**config.mk**
```make
export PLATFORM = sky130hd
export DESIGN_NAME = frame_receive_parser_core
export DESIGN_NICKNAME = d
export VERILOG_FILES = /design/src/rtl/frp_pkg.sv /design/src/rtl/frame_receive_parser_core.sv
export SDC_FILE = /design/constraint.sdc
export NUM_CORES = 1
export LEC_CHECK = 0
export ABC_AREA = 1
export BUFFER_PORTS_ARGS = -buffer_cell sky130_fd_sc_hd__buf_2
export CORE_UTILIZATION = 25
export CTS_CLUSTER_DIAMETER = 80
export DETAILED_ROUTE_END_ITERATION = 6
export HOLD_SLACK_MARGIN = 0.05
export PLACE_DENSITY_LB_ADDON = 0.2
export SETUP_SLACK_MARGIN = 0.05
export SLEW_MARGIN = 30
export SYNTH_ARGS = -nofsm -noshare
export SYNTH_HDL_FRONTEND = slang
export SYNTH_SLANG_ARGS = --single-unit
export TNS_END_PERCENT = 100
```
**constraint.sdc**
```tcl
create_clock -name clk -period 5.06 [get_ports clk]
set_input_delay 1.012 -clock clk [delete_from_list [all_inputs] [get_ports clk]]
set_output_delay 1.012 -clock clk [all_outputs]
set_load 0.05 [all_outputs]
```
**src/rtl/frp_pkg.sv**
```systemverilog
// ----------------------------------------------------------------------------
// Frame receive parser package
// Codes, result beat type and the byte-wide reflected CRC-32 update.
// ----------------------------------------------------------------------------
package frp_pkg;

  localparam logic [7:0]  START_BYTE = 8'h01;
  localparam logic [31:0] CRC_POLY   = 32'hEDB8_8320;
  localparam logic [31:0] CRC_INIT   = 32'hFFFF_FFFF;
  localparam logic [2:0]  LEN_BYTES  = 3'd2;
  localparam logic [2:0]  SUM_BYTES  = 3'd4;

  // parse phases
  localparam logic [2:0] PH_IDLE = 3'd0;
  localparam logic [2:0] PH_TYPE = 3'd1;
  localparam logic [2:0] PH_LEN  = 3'd2;
  localparam logic [2:0] PH_XOR  = 3'd3;
  localparam logic [2:0] PH_DATA = 3'd4;
  localparam logic [2:0] PH_SUM  = 3'd5;

  // frame status
  localparam logic [2:0] ST_NONE     = 3'd0;
  localparam logic [2:0] ST_GOOD     = 3'd1;
  localparam logic [2:0] ST_SUM_BAD  = 3'd2;
  localparam logic [2:0] ST_XOR_BAD  = 3'd3;
  localparam logic [2:0] ST_ZERO_LEN = 3'd4;
  localparam logic [2:0] ST_TOO_LONG = 3'd5;

  // configuration register indexes
  localparam int unsigned CFG_IDX_W = 2;
  localparam logic [CFG_IDX_W-1:0] CFG_MAX_LENGTH = 2'd0;
  localparam logic [CFG_IDX_W-1:0] CFG_NONE_TYPE  = 2'd1;
  localparam logic [CFG_IDX_W-1:0] CFG_CRC_TYPE   = 2'd2;
  localparam int unsigned CFG_DATA_W = 16;

  localparam logic [15:0] MAX_LENGTH_RST = 16'd256;
  localparam logic [7:0]  NONE_TYPE_RST  = 8'd0;
  localparam logic [7:0]  CRC_TYPE_RST   = 8'd32;

  typedef struct packed {
    logic        data_valid;
    logic [7:0]  data_byte;
    logic [15:0] data_index;
    logic [2:0]  frame_status;
    logic [15:0] frame_length;
    logic [7:0]  frame_type;
  } frp_res_t;

  function automatic logic [31:0] crc32_byte(input logic [31:0] crc, input logic [7:0] b);
    logic [31:0] c;
    c = crc ^ {24'h0, b};
    for (int i = 0; i < 8; i++) begin
      c = c[0] ? ((c >> 1) ^ CRC_POLY) : (c >> 1);
    end
    return c;
  endfunction

endpackage

```
**src/rtl/frame_receive_parser_core.sv**
```systemverilog
// ----------------------------------------------------------------------------
// Frame receive parser core
// Parses start byte, type, length, header XOR, payload and CRC-32 trailer,
// one received byte per beat, one result beat per input beat.
// ----------------------------------------------------------------------------
// A result beat is registered in the output register, or in the skid entry while the output is stalled.
// Throughput: one byte per cycle while in_stall is low; the byte-wide CRC-32 update
//   and the phase logic are combinational between the parser state and the result register.
// A two-entry output buffer lets one more input beat in while a result is stalled.
// Reset (rst_n low, synchronous) idles the parser and restores register defaults.
module frame_receive_parser_core
  import frp_pkg::*;
(
  input  logic                  clk,
  input  logic                  rst_n,
  input  logic                  cfg_we,
  input  logic [CFG_IDX_W-1:0]  cfg_index,
  input  logic [CFG_DATA_W-1:0] cfg_wdata,
  input  logic                  in_valid,
  output logic                  in_stall,
  input  logic [7:0]            in_rx_byte,
  output logic                  out_valid,
  input  logic                  out_stall,
  output logic                  out_data_valid,
  output logic [7:0]            out_data_byte,
  output logic [15:0]           out_data_index,
  output logic [2:0]            out_frame_status,
  output logic [15:0]           out_frame_length,
  output logic [7:0]            out_frame_type
);

  logic [15:0] max_len_r;
  logic [7:0]  none_code_r, crc_code_r;

  logic [2:0]  phase_r, phase_nxt;
  logic [7:0]  hxor_r, hxor_nxt;
  logic [7:0]  type_r, type_nxt;
  logic [15:0] len_r, len_nxt;
  logic [15:0] cnt_r, cnt_nxt;
  logic [31:0] mbv_r, mbv_nxt;
  logic [2:0]  mbc_r, mbc_nxt;
  logic [31:0] crc_r, crc_nxt;

  frp_res_t res;
  frp_res_t out_r, skid_r;
  logic     out_valid_r, skid_valid_r;
  logic     in_acc, main_free, finish;
  logic [15:0] cnt_inc;

  assign in_stall = skid_valid_r;
  assign in_acc   = in_valid && !skid_valid_r;
  assign cnt_inc  = cnt_r + 16'd1;

  always_ff @(posedge clk) begin
    if (!rst_n) begin
      max_len_r   <= MAX_LENGTH_RST;
      none_code_r <= NONE_TYPE_RST;
      crc_code_r  <= CRC_TYPE_RST;
    end else if (cfg_we) begin
      unique case (cfg_index)
        CFG_MAX_LENGTH: max_len_r   <= cfg_wdata;
        CFG_NONE_TYPE:  none_code_r <= cfg_wdata[7:0];
        CFG_CRC_TYPE:   crc_code_r  <= cfg_wdata[7:0];
        default: ;
      endcase
    end
  end

  always_comb begin
    phase_nxt = phase_r;
    hxor_nxt  = hxor_r;
    type_nxt  = type_r;
    len_nxt   = len_r;
    cnt_nxt   = cnt_r;
    mbv_nxt   = mbv_r;
    mbc_nxt   = mbc_r;
    crc_nxt   = crc_r;
    finish    = 1'b0;
    res       = '0;
    unique case (phase_r)
      PH_TYPE: begin
        type_nxt  = in_rx_byte;
        hxor_nxt  = hxor_r ^ in_rx_byte;
        mbv_nxt   = '0;
        mbc_nxt   = '0;
        phase_nxt = PH_LEN;
      end
      PH_LEN: begin
        mbv_nxt  = mbv_r | ({24'h0, in_rx_byte} << (mbc_r[0] ? 5'd8 : 5'd0));
        mbc_nxt  = mbc_r + 3'd1;
        hxor_nxt = hxor_r ^ in_rx_byte;
        if (mbc_nxt >= LEN_BYTES) begin
          len_nxt = mbv_nxt[15:0];
          if (mbv_nxt[15:0] == 16'd0) begin
            res.frame_status = ST_ZERO_LEN;
            finish           = 1'b1;
          end else begin
            phase_nxt = PH_XOR;
          end
        end
      end
      PH_XOR: begin
        if (hxor_r != in_rx_byte) begin
          res.frame_status = ST_XOR_BAD;
          finish           = 1'b1;
        end else if (len_r > max_len_r) begin
          res.frame_status = ST_TOO_LONG;
          finish           = 1'b1;
        end else begin
          phase_nxt = PH_DATA;
          cnt_nxt   = '0;
          crc_nxt   = CRC_INIT;
        end
      end
      PH_DATA: begin
        res.data_valid = 1'b1;
        res.data_byte  = in_rx_byte;
        res.data_index = cnt_r;
        cnt_nxt        = cnt_inc;
        if (type_r == crc_code_r) crc_nxt = crc32_byte(crc_r, in_rx_byte);
        if (cnt_inc >= len_r) begin
          if (type_r != none_code_r) begin
            phase_nxt = PH_SUM;
            mbv_nxt   = '0;
            mbc_nxt   = '0;
          end else begin
            res.frame_status = ST_GOOD;
            finish           = 1'b1;
          end
        end
      end
      PH_SUM: begin
        mbv_nxt = mbv_r | ({24'h0, in_rx_byte} << {mbc_r[1:0], 3'b000});
        mbc_nxt = mbc_r + 3'd1;
        if (mbc_nxt >= SUM_BYTES) begin
          if (type_r == crc_code_r && ~crc_r != mbv_nxt) res.frame_status = ST_SUM_BAD;
          else res.frame_status = ST_GOOD;
          finish = 1'b1;
        end
      end
      default: begin
        if (in_rx_byte == START_BYTE) begin
          type_nxt  = none_code_r;
          len_nxt   = '0;
          cnt_nxt   = '0;
          mbv_nxt   = '0;
          mbc_nxt   = '0;
          crc_nxt   = CRC_INIT;
          hxor_nxt  = START_BYTE;
          phase_nxt = PH_TYPE;
        end
      end
    endcase
    res.frame_length = len_nxt;
    res.frame_type   = type_nxt;
    if (finish) begin
      phase_nxt = PH_IDLE;
      hxor_nxt  = '0;
      type_nxt  = none_code_r;
      len_nxt   = '0;
      cnt_nxt   = '0;
      mbv_nxt   = '0;
      mbc_nxt   = '0;
      crc_nxt   = CRC_INIT;
    end
  end

  always_ff @(posedge clk) begin
    if (!rst_n) begin
      phase_r <= PH_IDLE;
      hxor_r  <= '0;
      type_r  <= NONE_TYPE_RST;
      len_r   <= '0;
      cnt_r   <= '0;
      mbv_r   <= '0;
      mbc_r   <= '0;
      crc_r   <= CRC_INIT;
    end else if (in_acc) begin
      phase_r <= phase_nxt;
      hxor_r  <= hxor_nxt;
      type_r  <= type_nxt;
      len_r   <= len_nxt;
      cnt_r   <= cnt_nxt;
      mbv_r   <= mbv_nxt;
      mbc_r   <= mbc_nxt;
      crc_r   <= crc_nxt;
    end
  end

  // output register plus skid entry
  assign main_free = !out_valid_r || !out_stall;

  always_ff @(posedge clk) begin
    if (!rst_n) begin
      out_valid_r  <= 1'b0;
      skid_valid_r <= 1'b0;
    end else if (main_free) begin
      if (skid_valid_r) begin
        out_valid_r  <= 1'b1;
        skid_valid_r <= 1'b0;
      end else begin
        out_valid_r <= in_acc;
      end
    end else if (in_acc) begin
      skid_valid_r <= 1'b1;
    end
  end

  always_ff @(posedge clk) begin
    if (main_free) begin
      if (skid_valid_r) out_r <= skid_r;
      else if (in_acc) out_r <= res;
    end else if (in_acc) begin
      skid_r <= res;
    end
  end

  assign out_valid        = out_valid_r;
  assign out_data_valid   = out_r.data_valid;
  assign out_data_byte    = out_r.data_byte;
  assign out_data_index   = out_r.data_index;
  assign out_frame_status = out_r.frame_status;
  assign out_frame_length = out_r.frame_length;
  assign out_frame_type   = out_r.frame_type;

endmodule

```
After elaboration in Yosys (flattened, before gate mapping)

Index checks and enable logic that the tools add are counted.

Register bits after elaboration: 256
Output and inout bits: 54

$add $sub $neg: 2
Magnitude comparators: 4
Equality and inequality tests: 23
Shift-type cells: 2
Mux-type cells: 70
Bitwise operators: 15
Reductions and logical operators: 32

Operators by type and width:

| kind                                           | number |
|---|---|
| two-way mux 32 bit                             | 17 |
| one-hot mux 32 bit (5 select lines)            | 1 |
| two-way mux 16 bit                             | 7 |
| NOT 13 -> 14 bit                               | 8 |
| two-way mux 52 bit                             | 2 |
| one-hot mux 32 bit (3 select lines)            | 1 |
| bitwise OR 32 bit                              | 2 |
| two-way mux 3 bit                              | 16 |
| one-hot mux 16 bit (3 select lines)            | 1 |
| two-way mux 8 bit                              | 4 |
| != test 32 bit                                 | 1 |
| NOT 32 bit                                     | 1 |
| one-hot mux 16 bit (2 select lines)            | 1 |
| one-hot mux 8 bit (2 select lines)             | 2 |
| left shift 8 x 4 -> 32 bit                     | 1 |
| left shift 8 x 5 -> 32 bit                     | 1 |
| XOR 32 x 8 -> 32 bit                           | 1 |
| two-way mux 25 bit                             | 1 |
| one-hot mux 3 bit (4 select lines)             | 2 |
| != test 3 bit (second input constant)          | 7 |
| adder 16 x 1 -> 16 bit (second input constant) | 1 |
| >= comparator 16 bit                           | 1 |
| greater-than comparator 16 bit                 | 1 |
| zero test 16 bit                               | 1 |
| 37 further kinds                               | 67 |

Depth between registers and ports, before layout

Depth after elaboration: 20
Depth in mapped cells: 29
Gate-level depth less buffers: 28

Worst setup path before layout

Ideal clock, no wire load.

Path kind: in2reg
From: input port in_valid
To: register skid_r[0] (netlist name) (enable)
Arrival: 3.894 ns
Setup slack: 0.704 ns
Stages: 5
Buffers on the path: 1
Cells stage by stage: inv_1 > nor2_1 > inv_1 > clkbuf_1 > nor2_1

Cells in the longest elaborated chain, start to end: 2

RTL lines:

| element                       | line                             | source |
|---|---|---|
| from (decl)                   | frame_receive_parser_core.sv:19  | `input logic in_valid,` |
| logical AND 1 bit             | frame_receive_parser_core.sv:51  | `assign in_acc = in_valid && !skid_valid_r;` |
| AND reduction 2 bit (no line) | n/a                              |  |
| to (signal assigned)          | frame_receive_parser_core.sv:214 | `skid_r <= res;` |
| to (decl)                     | frame_receive_parser_core.sv:45  | `frp_res_t out_r, skid_r;` |

Every way passes these cells.
A chain may end at the register's enable or synchronous reset.

Worst setup path in the final report

From: register cnt_r[0]
To: register crc_r[28]

Cells in the longest elaborated chain, start to end: 6
Elaborated cells on any way between the ends: 11

RTL lines:

| element                                         | line                             | source |
|---|---|---|
| from (decl)                                     | frame_receive_parser_core.sv:39  | `logic [15:0] cnt_r, cnt_nxt;` |
| from (signal assigned)                          | frame_receive_parser_core.sv:183 | `cnt_r <= cnt_nxt;` |
| adder 16 x 1 -> 16 bit (*)                      | frame_receive_parser_core.sv:52  | `assign cnt_inc = cnt_r + 16'd1;` |
| >= comparator 16 bit (*)                        | frame_receive_parser_core.sv:121 | `if (cnt_inc >= len_r) begin` |
| two-way mux 1 bit (*)                           | frame_receive_parser_core.sv:121 |  |
| one-hot mux 1 bit (4 select lines) (*)          | frame_receive_parser_core.sv:80  | `unique case (phase_r)` |
| != test 3 bit (no line) (tied with other cells) | n/a                              |  |
| AND reduction 6 bit (no line)                   | n/a                              |  |
| to (signal assigned)                            | frame_receive_parser_core.sv:186 | `crc_r <= crc_nxt;` |
| to (decl)                                       | frame_receive_parser_core.sv:42  | `logic [31:0] crc_r, crc_nxt;` |

Mark *: on every way between the ends. The rest lies on a longest branch, timed or not.

==> impl_metrics.py <==
metrics = {
    "finish": {
        "final_core_util_pct": 29.3,
        "stdcell_count": 2767,
        "final_layout_size_suffix_gt1_share_pct": 10.1,
        "antenna_cells": 0,
        "nets": 2054,
        "area_growth_pct": 14.9,
    },
    "sta": {
        "worst_pin_slew_ns": 0.957,
        "final.setup_skew_ns": 0.0210,
        "fmax_ghz": 0.228,
        "fin_crit_sh_pct": 86.7,
        "slew_violations": 0,
        "fin_crit_ns": 4.39,
        "relSlewSlack_pct": 36.2,
        "rsz0062_at_grt": "no",
        "final_hold_viol_count": 0,
        "setup_viol": 0,
        "setup_tns_ns": 0,
        "fin_ws_ns": 0.673,
    },
    "synthesis": {
        "synth_top_family_by_area": "simple AND/OR/NAND/NOR gates",
        "synth-compound-area-share_pct": 9.89,
        "syn_nets": 2006,
        "ys_types": 44,
        "synth_area_leader_cell": "edfxtp_1",
        "synth_top_cell_area_share_pct": 21.6,
        "synth_warnings": 0,
        "synth_mux_area_share_pct": 0,
        "synth-simple-area-share_pct": 27.9,
        "yosys_register_bits": 256,
        "syn_area_mm2": 0.0144,
        "synth_enable_flop_cells": 104,
        "synthCells": 1939,
        "synthFlopType": "dfxtp_1",
        "synth-xor-area-share_pct": 7.62,
        "ys_async_sr_fraction_pct": 0,
        "ys_seq_area_share_pct": 42.7,
        "synthAdderAreaFrac_pct": 3.12,
        "syn_avg_cell_area_um2": 7.45,
        "yosys-top-cells-area": "edfxtp_1 (22%), dfxtp_1 (21%), nand2_1 (13%), nor2_1 (6.3%), inv_1 (5.5%)",
    },
    "floorplanning": {
        "fp.dieArea_mm2": 0.0587,
        "pin_count": 85,
        "die_h_um": 242,
        "rows": 87,
        "coreArea_mm2": 0.0567,
        "die_x_um": 242,
        "initial_utilization_pct": 25.5,
    },
    "placed_design": {
        "io_buffers": 84,
        "globalplace.congestion": 0.833,
        "placed_cells": 2710,
        "hpwl_mm": 33.8,
        "pre_cts_ws_ns": 0.482,
    },
    "pwr": {
        "pwr-share-comb_pct": 47.1,
        "vdd_drop_max_mv": 0.270,
        "clock_power_share_pct": 23.3,
        "power_leakage_nw": 7.10,
        "power.switching_mw": 4.32,
        "p_per_area_mw_per_mm2": 567,
        "internal_power_mw": 5.09,
        "power.share.switching_pct": 45.9,
        "p_seq_share_pct": 29.6,
    },
    "routing": {
        "wl_per_cell_um": 17.2,
        "vias": 13000,
        "firstDrtPassIters": 6,
        "vias_per_cell": 4.68,
        "drc": 0,
        "routed_wl_mm": 47.6,
        "ant_nets": 0,
        "drtIter0Drc": 1023,
    },
    "setup_path": {
        "rr_startpoint": "cnt_r[0]",
        "r2r_end": "crc_r[28]",
        "crit_buf_inv": 5,
        "crit_path_end_kind": "flop",
        "r2r_slack_ns": 0.67,
        "critPathRequiredTime_ns": 5.49,
        "cp_max_fo": 67,
        "critPathTopFamily": "simple AND/OR/NAND/NOR gates",
        "slowest_stage": "buf_6",
        "worst-setup-path-type": "reg2reg",
        "reg2reg_depth": 24,
        "path_cells": "inv_1 -> nor3_1 -> nand3_1 -> nor2_1 -> nand2_1 -> nor3_1 -> inv_1 -> o21ai_0 -> nand2_1 -> inv_1 -> ha_1 -> a21oi_1 -> nand2_1 -> a21oi_1 -> a21oi_1 -> nor2_1 -> nand2_2 -> nand2_4 -> buf_6 -> nand2_1 -> inv_1 -> nand3_1 -> nand3_1 -> nand3_1",
        "startpoint_type": "flop",
        "cp_data_arrival_time_ns": 4.82,
        "cpPeakStageDelay_ns": 0.50,
    },
    "clocking": {
        "htree_levels": 1,
        "root_buffer": "clkbuf_16",
        "numCtsBuffers": 31,
        "postCtsSetupBuffers": 0,
        "clkLatencyLatePin_ns": 0.58,
        "clkSinkCount": 256,
        "cts_tree": "done",
        "clock_path_buffers": 3,
        "clk_pin_slew_ns": 0.06,
    },
    "run_status": {
        "outcome": "completed",
    },
    "min_path": {
        "hold_start": "crc_r[9]",
        "worstHoldEndpoint": "crc_r[9]",
        "hold_depth": 2,
        "hold_path.class": "reg2reg",
    },
    "global_routing": {
        "grt_pass1_wl_mm": 74.6,
        "grt_util_all_layers_pct": 16.0,
        "grt_overflow": 0,
        "grt_pass1_vias": 12400,
        "antenna_found_initial": 0,
        "grt_max_degree": 78,
    },
    "run": {
        "cap_violations": 0,
    },
}
[state kept, by name (all words and copies together), names as in the netlist, 16 cells and up]
name,cells
len_r,16
mbv_r,32
out_frame_length,16
max_len_r,16
skid_r,52
crc_r,32
cnt_r,16
out_data_index,16
[repair_timing]
item                       CTS  global route
hold buffers                 0             0
setup endpoints to repair    0            21
gates resized for setup      0             1
[power groups by stage]
stage | combinational [mW] | clock [mW] | sequential, mW
after global placement | 4.40 | 0 | 2.82
after floorplan | 3.06 | 0 | 2.90
after global routing | 4.94 | 2.34 | 2.83
after CTS | 4.44 | 2.26 | 2.78
after detailed placement | 4.42 | 0 | 2.83
final | 4.43 | 2.19 | 2.78
[synthesized netlist by cell type (3+ instances only)]
cell,number
nand2_1,487
dfxtp_1,152
inv_2,6
o21ai_0,111
nor4_1,6
clkbuf_1,56
buf_1,5
nand3_2,3
xor2_1,81
nand3_1,110
nand4_1,66
clkinv_1,3
buf_2,26
xnor2_1,41
nor3_1,16
a21oi_1,86
nor2_1,241
ha_1,36
o211ai_1,13
nand2_2,5
nand2_4,3
o221ai_1,8
o22ai_1,11
buf_4,8
or2_2,11
inv_1,211
o32ai_1,15
nor2_2,3
edfxtp_1,104
[tightest hold or removal path, stage by stage, from the launching register on]
cell	delay, ns
dfxtp_1	0.32
nand2_1	0.05
nand3_1	0.05
[routing by layer]
metal  track usage (%)  up-vias  wire, um
li1                  -     6413         -
met1              22.6     6135     22600
met2              25.6      348     21500
met3              1.76       64      2220
met4              4.78        0      1220
met5                 0        -         0
[cell usage in the layout (no fill, tap or decap), drive strengths merged, types with 11 or more instances in the layout]
master,count
edfxtp,104
o32ai,15
inv,220
xor2,82
o22ai,11
nand3,114
ha,36
nor3,16
dfxtp,152
xnor2,42
nand2,495
o211ai,13
o21ai,113
a21oi,88
nand4,66
clkinv,18
clkbuf,35
nor2,245
buf,111
or2,11
[kinds of logic after synthesis]
logic type | Yosys count
AOI/OAI and AO/OA | 252
xor gates and xnor gates | 124
adders and majority gates | 36
buffers and inverters | 317
DFF | 256
and+or+nand+nor | 954
[per-stage QoR]
stage                     power, mW  hold slack (ns)  area (um^2)
final                          9.41            0.456        16600
after global routing           10.1            0.477        16600
after CTS                      9.48            0.459        16600
after detailed placement       7.25            0.443        15600
after global placement         7.22            0.443        15600
after floorplan                5.96            0.429        14400
[layout make-up]
| type | instances | area (um^2) |
|---|---|---|
| fillers | 6172 | 40100 |
| multi-input cells | 1366 | 7030 |
| flip-flops and latches | 256 | 6170 |
| well taps | 756 | 946 |
| inverters | 221 | 832 |
| clock buffers | 35 | 791 |
| repair buffers | 111 | 629 |
| clock inverters | 22 | 191 |
[how the worst max path moves through the flow]
stage / startpoint / to / slack [ns] / cells after the start
after floorplan: in_valid / skid_r[0] / 0.70 / 5
after global placement: cnt_r[0] / crc_r[28] / 0.54 / 24
after detailed placement: cnt_r[0] / crc_r[28] / 0.48 / 24
after CTS: cnt_r[0] / crc_r[28] / 0.46 / 24
after global routing: cnt_r[0] / cnt_r[7] / 0.07 / 24
final: cnt_r[0] / crc_r[28] / 0.67 / 24
Note: power is estimated with default switching activity, not from simulation.
